**config.mk**
```make
export PLATFORM = sky130hd
export DESIGN_NAME = base64_stream_encoder_core
export DESIGN_NICKNAME = d
export VERILOG_FILES = /design/src/rtl/b64e_pkg.sv /design/src/rtl/b64e_front.sv /design/src/rtl/b64e_queue.sv /design/src/rtl/b64e_back.sv /design/src/rtl/base64_stream_encoder_core.sv
export SDC_FILE = /design/constraint.sdc
export NUM_CORES = 1
export LEC_CHECK = 0
export ABC_AREA = 1
export BUFFER_PORTS_ARGS = -buffer_cell sky130_fd_sc_hd__buf_4
export CAP_MARGIN = 30
export CORE_MARGIN = 2
export CORE_UTILIZATION = 55
export CTS_BUF_LIST = sky130_fd_sc_hd__clkbuf_4 sky130_fd_sc_hd__clkbuf_8 sky130_fd_sc_hd__clkbuf_16
export CTS_CLUSTER_DIAMETER = 80
export DETAILED_ROUTE_END_ITERATION = 8
export GPL_ROUTABILITY_DRIVEN = 1
export PLACE_DENSITY = 0.81
export SYNTH_ARGS = -nofsm -noshare
export SYNTH_HDL_FRONTEND = slang
export SYNTH_SLANG_ARGS = --single-unit
```
**constraint.sdc**
```tcl
create_clock -name clk -period 6.4 [get_ports clk]
set_input_delay 1.28 -clock clk [delete_from_list [all_inputs] [get_ports clk]]
set_output_delay 1.28 -clock clk [all_outputs]
set_load 0.005 [all_outputs]
```
**src/rtl/b64e_pkg.sv**
```systemverilog
// ----------------------------------------------------------------------------
// b64e_pkg
// Shared types and constants for the streaming base64 encoder.
// ----------------------------------------------------------------------------
`default_nettype none

package b64e_pkg;

    localparam int unsigned BYTE_W  = 8;
    localparam int unsigned GROUP_W = 24;

    localparam logic [7:0] PAD_CHAR = 8'h3D;

    // Number of '=' pads a group ends with
    typedef enum logic [1:0] {
        PAD_NONE = 2'd0,
        PAD_ONE  = 2'd1,
        PAD_TWO  = 2'd2
    } pad_kind_t;

    // One group handed from the front end to the character serialiser
    typedef struct packed {
        logic [GROUP_W-1:0] bits;
        pad_kind_t          pads;
        logic               last;
    } group_t;

    // Six-bit value to standard alphabet character
    function automatic logic [7:0] b64_char(input logic [5:0] v);
        logic [7:0] c;
        if (v < 6'd26) begin
            c = 8'h41 + {2'b00, v};
        end
        else if (v < 6'd52) begin
            c = 8'h61 + {2'b00, v - 6'd26};
        end
        else if (v < 6'd62) begin
            c = 8'h30 + {2'b00, v - 6'd52};
        end
        else if (v == 6'd62) begin
            c = 8'h2B;
        end
        else begin
            c = 8'h2F;
        end
        return c;
    endfunction

endpackage

`default_nettype wire

```
**src/rtl/b64e_front.sv**
```systemverilog
// ----------------------------------------------------------------------------
// b64e_front
// Collects message bytes into 24-bit groups and classifies each finished
// group by its pad count and end-of-message flag.
// ----------------------------------------------------------------------------
`default_nettype none

module b64e_front (
    input  wire logic            clk,
    input  wire logic            rst_n,
    input  wire logic            in_valid,
    input  wire logic [7:0]      in_byte,
    input  wire logic            in_eom,
    input  wire logic            queue_full,
    output logic                 in_ready,
    output logic                 push,
    output b64e_pkg::group_t     push_group
);
    import b64e_pkg::*;

    logic [7:0] byte0_reg;
    logic [7:0] byte1_reg;
    logic [1:0] count_reg;
    logic [1:0] count_next;
    logic       accept;

    assign in_ready = !queue_full;
    assign accept   = in_valid && in_ready;

    // Group assembly and classification
    always_comb
    begin
        count_next       = count_reg;
        push             = 1'b0;
        push_group.bits  = {byte0_reg, byte1_reg, in_byte};
        push_group.pads  = PAD_NONE;
        push_group.last  = in_eom;
        if (accept) begin
            if (count_reg == 2'd2) begin
                push       = 1'b1;
                count_next = 2'd0;
            end
            else if (!in_eom) begin
                count_next = count_reg + 2'd1;
            end
            else if (count_reg == 2'd0) begin
                push            = 1'b1;
                push_group.bits = {in_byte, 16'h0000};
                push_group.pads = PAD_TWO;
                count_next      = 2'd0;
            end
            else begin
                push            = 1'b1;
                push_group.bits = {byte0_reg, in_byte, 8'h00};
                push_group.pads = PAD_ONE;
                count_next      = 2'd0;
            end
        end
    end

    // Pending count
    always_ff @(posedge clk or negedge rst_n)
    begin
        if (!rst_n) begin
            count_reg <= 2'd0;
        end
        else begin
            count_reg <= count_next;
        end
    end

    // Pending bytes, written only when a byte is held over
    always_ff @(posedge clk)
    begin
        if (accept && !in_eom && count_reg == 2'd0) begin
            byte0_reg <= in_byte;
        end
        if (accept && !in_eom && count_reg == 2'd1) begin
            byte1_reg <= in_byte;
        end
    end

    // Count only ever walks 0, 1, 2
    a_count_range: assert property (@(posedge clk) disable iff (!rst_n)
        count_reg != 2'd3)
        else $error("pending count out of range");

endmodule

`default_nettype wire

```
**src/rtl/b64e_queue.sv**
```systemverilog
// ----------------------------------------------------------------------------
// b64e_queue
// Small register FIFO of classified groups between front end and serialiser.
// ----------------------------------------------------------------------------
`default_nettype none

module b64e_queue #(
    parameter int unsigned DEPTH = 2
) (
    input  wire logic            clk,
    input  wire logic            rst_n,
    input  wire logic            push,
    input  wire b64e_pkg::group_t push_group,
    input  wire logic            pop,
    output logic                 full,
    output logic                 not_empty,
    output b64e_pkg::group_t     head
);
    import b64e_pkg::*;

    localparam int unsigned PTR_W = (DEPTH > 1) ? $clog2(DEPTH) : 1;
    localparam int unsigned CNT_W = $clog2(DEPTH + 1);
    localparam logic [PTR_W-1:0] LAST_PTR = PTR_W'(DEPTH - 1);
    localparam logic [CNT_W-1:0] FULL_CNT = CNT_W'(DEPTH);

    group_t            entry_reg [DEPTH];
    logic [PTR_W-1:0]  wr_ptr_reg;
    logic [PTR_W-1:0]  rd_ptr_reg;
    logic [CNT_W-1:0]  count_reg;
    logic              do_push;
    logic              do_pop;

    assign full      = (count_reg == FULL_CNT);
    assign not_empty = (count_reg != '0);
    assign head      = entry_reg[rd_ptr_reg];
    assign do_push   = push && !full;
    assign do_pop    = pop && not_empty;

    // Pointers and fill count
    always_ff @(posedge clk or negedge rst_n)
    begin
        if (!rst_n) begin
            wr_ptr_reg <= '0;
            rd_ptr_reg <= '0;
            count_reg  <= '0;
        end
        else begin
            if (do_push) begin
                wr_ptr_reg <= (wr_ptr_reg == LAST_PTR) ? '0 : wr_ptr_reg + PTR_W'(1);
            end
            if (do_pop) begin
                rd_ptr_reg <= (rd_ptr_reg == LAST_PTR) ? '0 : rd_ptr_reg + PTR_W'(1);
            end
            if (do_push && !do_pop) begin
                count_reg <= count_reg + CNT_W'(1);
            end
            else if (do_pop && !do_push) begin
                count_reg <= count_reg - CNT_W'(1);
            end
        end
    end

    // Entry storage
    always_ff @(posedge clk)
    begin
        if (do_push) begin
            entry_reg[wr_ptr_reg] <= push_group;
        end
    end

    a_no_overflow: assert property (@(posedge clk) disable iff (!rst_n)
        push |-> !full)
        else $error("group pushed into full queue");

    a_no_underflow: assert property (@(posedge clk) disable iff (!rst_n)
        pop |-> not_empty)
        else $error("group popped from empty queue");

endmodule

`default_nettype wire

```
**src/rtl/b64e_back.sv**
```systemverilog
// ----------------------------------------------------------------------------
// b64e_back
// Serialises one group into four characters, one per cycle while the output
// is not stalled by out_ready, through a registered output stage.
// ----------------------------------------------------------------------------
`default_nettype none

module b64e_back (
    input  wire logic            clk,
    input  wire logic            rst_n,
    input  wire logic            grp_valid,
    input  wire b64e_pkg::group_t grp,
    output logic                 grp_pop,
    output logic                 out_valid,
    input  wire logic            out_ready,
    output logic [7:0]           out_char,
    output logic                 out_last
);
    import b64e_pkg::*;

    group_t     group_reg;
    logic       active_reg;
    logic [1:0] idx_reg;
    logic       valid_reg;
    logic [7:0] char_reg;
    logic       last_reg;

    logic       out_load;
    logic       advance;
    logic       group_done;
    logic [5:0] sextet;
    logic       is_pad;
    logic [7:0] char_next;

    assign out_load   = !valid_reg || out_ready;
    assign advance    = out_load && active_reg;
    assign group_done = advance && (idx_reg == 2'd3);
    assign grp_pop    = (!active_reg || group_done) && grp_valid;

    // Character for the current index
    always_comb
    begin
        unique case (idx_reg)
            2'd0:    sextet = group_reg.bits[23:18];
            2'd1:    sextet = group_reg.bits[17:12];
            2'd2:    sextet = group_reg.bits[11:6];
            default: sextet = group_reg.bits[5:0];
        endcase
        unique case (group_reg.pads)
            PAD_TWO: is_pad = idx_reg[1];
            PAD_ONE: is_pad = (idx_reg == 2'd3);
            default: is_pad = 1'b0;
        endcase
        char_next = is_pad ? PAD_CHAR : b64_char(sextet);
    end

    // Control: group occupancy, index and output valid
    always_ff @(posedge clk or negedge rst_n)
    begin
        if (!rst_n) begin
            active_reg <= 1'b0;
            idx_reg    <= 2'd0;
            valid_reg  <= 1'b0;
        end
        else begin
            if (out_load) begin
                valid_reg <= active_reg;
            end
            if (grp_pop) begin
                active_reg <= 1'b1;
                idx_reg    <= 2'd0;
            end
            else if (group_done) begin
                active_reg <= 1'b0;
            end
            else if (advance) begin
                idx_reg <= idx_reg + 2'd1;
            end
        end
    end

    // Payload
    always_ff @(posedge clk)
    begin
        if (grp_pop) begin
            group_reg <= grp;
        end
        if (advance) begin
            char_reg <= char_next;
            last_reg <= group_reg.last && (idx_reg == 2'd3);
        end
    end

    assign out_valid = valid_reg;
    assign out_char  = char_reg;
    assign out_last  = last_reg;

    // A pad that is not the final character is directly followed by another
    a_pad_run: assert property (@(posedge clk) disable iff (!rst_n)
        (valid_reg && out_ready && char_reg == PAD_CHAR && !last_reg)
        |=> (valid_reg && char_reg == PAD_CHAR && last_reg))
        else $error("broken pad sequence");

    // Last flag only ever on the fourth character of a group
    a_last_pos: assert property (@(posedge clk) disable iff (!rst_n)
        (advance && idx_reg != 2'd3) |=> !last_reg)
        else $error("last flag set mid-group");

endmodule

`default_nettype wire

```
**src/rtl/base64_stream_encoder_core.sv**
```systemverilog
// ----------------------------------------------------------------------------
// base64_stream_encoder_core
// Streaming base64 encoder, standard alphabet, no line breaks.
// ----------------------------------------------------------------------------
// One message byte is taken per transfer on the slave side, tlast marking the
// final byte of a message. Every third byte, or the final byte, completes a
// group, which becomes four characters on the master side, one per cycle
// while m_tready is high, with '=' padding for a short final group and tlast
// on the final character. A byte is taken in every cycle while the group
// queue has room; output is limited to one character per cycle by the
// serialiser. From the completing byte, a group passes through the queue
// entry, the serialiser's group register and the registered output stage
// before its first character appears. QUEUE_DEPTH sets how many groups may
// wait between the two sides.
// ----------------------------------------------------------------------------
`default_nettype none

module base64_stream_encoder_core #(
    parameter int unsigned QUEUE_DEPTH = 2
) (
    input  wire logic       clk,
    input  wire logic       rst_n,
    input  wire logic       s_tvalid,
    output logic            s_tready,
    input  wire logic [7:0] s_tdata,   // [7:0] data_byte
    input  wire logic       s_tlast,   // end_of_message
    output logic            m_tvalid,
    input  wire logic       m_tready,
    output logic [7:0]      m_tdata,   // [7:0] out_char
    output logic            m_tlast    // last_char
);
    import b64e_pkg::*;

    logic   push;
    group_t push_group;
    logic   queue_full;
    logic   queue_not_empty;
    group_t queue_head;
    logic   pop;

    b64e_front u_front (
        .clk        (clk),
        .rst_n      (rst_n),
        .in_valid   (s_tvalid),
        .in_byte    (s_tdata),
        .in_eom     (s_tlast),
        .queue_full (queue_full),
        .in_ready   (s_tready),
        .push       (push),
        .push_group (push_group)
    );

    b64e_queue #(
        .DEPTH (QUEUE_DEPTH)
    ) u_queue (
        .clk        (clk),
        .rst_n      (rst_n),
        .push       (push),
        .push_group (push_group),
        .pop        (pop),
        .full       (queue_full),
        .not_empty  (queue_not_empty),
        .head       (queue_head)
    );

    b64e_back u_back (
        .clk        (clk),
        .rst_n      (rst_n),
        .grp_valid  (queue_not_empty),
        .grp        (queue_head),
        .grp_pop    (pop),
        .out_valid  (m_tvalid),
        .out_ready  (m_tready),
        .out_char   (m_tdata),
        .out_last   (m_tlast)
    );

endmodule

`default_nettype wire

```
==> results.toml <==
[timing]
slew_headroom_pct = 35.30
final.period_utilization_pct = 42.73
final.min_clock_period_ns = 2.735
timing.setup.tns_ns = 0
setup_viol = 0
skew_ns = 0.008659
hold_ws_ns = 0.4847
tightest_slew_ns = 0.9704
drv_slew = 0
setup_ws_ns = 3.665
fmax_mhz = 365.7
hold_viol = 0
rsz0062_at_grt = "no"

[power_and_ir_drop]
p_int_mw = 2.059
combPwrFrac_pct = 38.3
p_switching_mw = 1.282
finalPower_mw = 3.341
clock_power_share_pct = 25.1
p_leak_nw = 2.569
p_seq_share_pct = 36.6
power_density_nw_per_um2 = 545.6
p_sw_share_pct = 38.37
max-vdd-ir-drop_uv = 229.4

[setup_path]
path_class = "register to register"
arrival_ns = 3.00
r2r-end = "u_back.out_char[5]"
r2r_setup_slack_ns = 3.67
regToRegStartpoint = "u_back.idx_reg[0]"
required_ns = 6.67
critPathCaptureType = "register"
critPathMaxFanout = 15
crit_family = "adder cells"
critPathLaunchType = "register"
path_common_cell = "nand2_1"
cp_num_buf_inv = 2
cpPeakStageDelay_ns = 0.42
worst_path_max_delay_cell = "dfrtp_1"
crit_chain = "ha_1 -> inv_2 -> nand2_1 -> o21bai_1 -> ha_1 -> xnor2_1 -> ha_1 -> nand3_1 -> nand2_1 -> inv_1 -> nand2_1 -> nand2_1"
r2r_cells = 12

[clock_tree]
clk_latency_ns = 0.51
cts_root_buffer = "clkbuf_8"
cts_tree = "done"
cts_max_path_buffers = 2
cts_buffers = 17
h-tree-depth = 4
cts_setup_buffers = 0
cts_resized = 0
cts_num_sinks = 116
path_clk_slew_ns = 0.06
cts_hold_buf = 0

[min_path]
worst_hold_path.endpoint = "u_back.out_valid"
hold_depth = 2
worstHoldStart = "u_back.active_reg"
hp-class = "register to register"

[grt]
grt_max_degree = 31
overflow = 0
antenna_found_initial = 0
grt_pass1_wl_um = 15920
grtUsageTotal_pct = 20.44
grt_pass1_vias = 3333

[final_layout]
num_antenna_cells = 0
drive_gt1_share_pct = 17.58
multi_input_area_um2 = 1604
fillers = 651
seq_area_um2 = 3433
final_util_pct = 66.28
nets = 546
largest_reg_flops = 54
syn2layout_area_growth_pct = 16.41

[synthesis]
synth_compound_area_share_pct = 5.660
syn_inst = 476
syn_nets = 506
synth_xor_area_share_pct = 1.332
ys_seq_elements = 116
yosysWarnings = 0
yosysSeqAreaShare_pct = 65.26
synthSimpleGateAreaFrac_pct = 19.31
synthAdderAreaFrac_pct = 4.043
synthesis.area_um2 = 5261
muxShareOfSynthArea_pct = 0
avgSynthCellArea_um2 = 11.05
ys_types = 39
synth_top_family_by_area = "simple AND/OR/NAND/NOR gates"

[routing]
drcViolationCount = 0
routedWlPerCell_um = 13.97
wl_um = 9192
drtIter0Drc = 245
drt_pass1_iterations = 5
via_per_inst = 5.099
vias = 3355
postRouteAntennaNets = 0

[die]
die_area_um2 = 10360
core_um2 = 9240
rows = 35
pin_count = 24
start_util_pct = 56.94
fp.dieW_um = 101.8
die_h_um = 101.8

[placed_design]
post-place-ws_ns = 3.431
dp_hpwl_um = 6208
gp_congestion = 0.8185
port_buffers = 23

[status]
status = "complete, no violations"

[run]
cap_viol_max_count = 0
-- placed cells by master (no fill, tap or decap), types with 2 or more instances in the layout --
master      count
nand2_1       157
edfxtp_1      106
inv_1          43
nor2_1         32
buf_4          26
o21ai_0        20
nand3_1        17
ha_1           17
clkbuf_16      16
a21oi_1        14
dfrtp_1        10
nand2_2         7
inv_6           7
nor2_2          6
clkinvlp_4      6
xor2_1          5
inv_2           4
nand4_1         4
xnor2_1         3
nor2_4          2
o22ai_4         2
nand2_4         2
or2_2           2
buf_2           2
-- power groups by stage --
stage                     Combinational [mW]  Sequential, mW  Clock, mW
after floorplan                        0.983            1.20          0
after global placement                  1.23            1.23          0
after detailed placement                1.26            1.24          0
after CTS                               1.29            1.23      0.852
after global routing                    1.46            1.24      0.882
final                                   1.28            1.22      0.839
-- routing by layer --
layer / GRT usage, % / vias to the layer above / wire [µm]
met5: 0 / - / 0
met4: 8.524 / 0 / 174
met3: 5.728 / 15 / 367
met2: 35.22 / 81 / 5013
met1: 24.08 / 1585 / 3635
li1: - / 1674 / -
-- worst reg2reg max path, cell delays in order, from the launching register on --
cell and delay, ns:
dfrtp_1 0.42, ha_1 0.28, inv_2 0.30, nand2_1 0.12, o21bai_1 0.42, ha_1 0.31
xnor2_1 0.09, ha_1 0.28, nand3_1 0.08, nand2_1 0.07, inv_1 0.04, nand2_1 0.05
nand2_1 0.04
-- cell usage after synthesis (all sizes together) --
| cell | number | area share (%) |
|---|---|---|
| a21oi | 15 | 1.5 |
| a22o | 2 | 0.36 |
| a32o | 1 | 0.19 |
| buf | 3 | 0.57 |
| clkbuf | 4 | 0.29 |
| clkinv | 1 | 0.071 |
| dfrtp | 10 | 4.8 |
| edfxtp | 106 | 60 |
| ha | 17 | 4.0 |
| inv | 48 | 3.5 |
| nand2 | 166 | 12 |
| nand3 | 18 | 1.8 |
| nand4 | 4 | 0.48 |
| nor2 | 41 | 3.7 |
| nor3 | 2 | 0.40 |
| nor3b | 1 | 0.14 |
| o211ai | 1 | 0.14 |
| o21ai | 21 | 2.2 |
| o21bai | 2 | 0.50 |
| o22ai | 2 | 0.76 |
| or2 | 3 | 0.36 |
| xnor2 | 3 | 0.50 |
| xor2 | 5 | 0.83 |
-- kinds of logic (layout without fill, tap and decap cells) --
kind of cell | count (synthesis) | count (layout)
AND/OR/NAND/NOR | 235 | 235
adder cells (fa/ha/maj) | 17 | 17
XOR/XNOR | 8 | 8
buffers and inverters | 56 | 109
flip-flops | 116 | 116
AO/OA/AOI/OAI | 44 | 44
-- worst max-delay path by stage --
stage	start	to	depth (start not counted)	slack, ns
after floorplan	m_tready	u_queue.count_reg[1]	9	2.74
after global placement	m_tready	u_queue.count_reg[1]	11	3.57
after detailed placement	m_tready	u_queue.count_reg[1]	11	3.43
after CTS	u_back.idx_reg[0]	u_back.out_char[5]	12	3.67
after global routing	u_back.idx_reg[0]	u_back.out_char[5]	12	3.41
final	u_back.idx_reg[0]	u_back.out_char[5]	12	3.67
-- metrics by stage --
stage | area [µm²] | cells
2_1_floorplan | 5261 | 476
3_3_place_gp | 5580 | 624
3_5_place_dp | 5590 | 626
4_1_cts | 6125 | 658
5_1_grt | 6125 | 658
6_report | 6125 | 658
-- layout make-up --
| cell class | count | share of cell area (%) |
|---|---|---|
| timing repair buffer | 28 | 3.350 |
| sequential | 116 | 56.06 |
| tap | 129 | 2.635 |
| multi-input combinational | 304 | 26.19 |
| inverter | 49 | 3.044 |
| clock inverter | 15 | 1.961 |
| clock buffer | 17 | 6.762 |
Power figures use the tool's default switching activity.
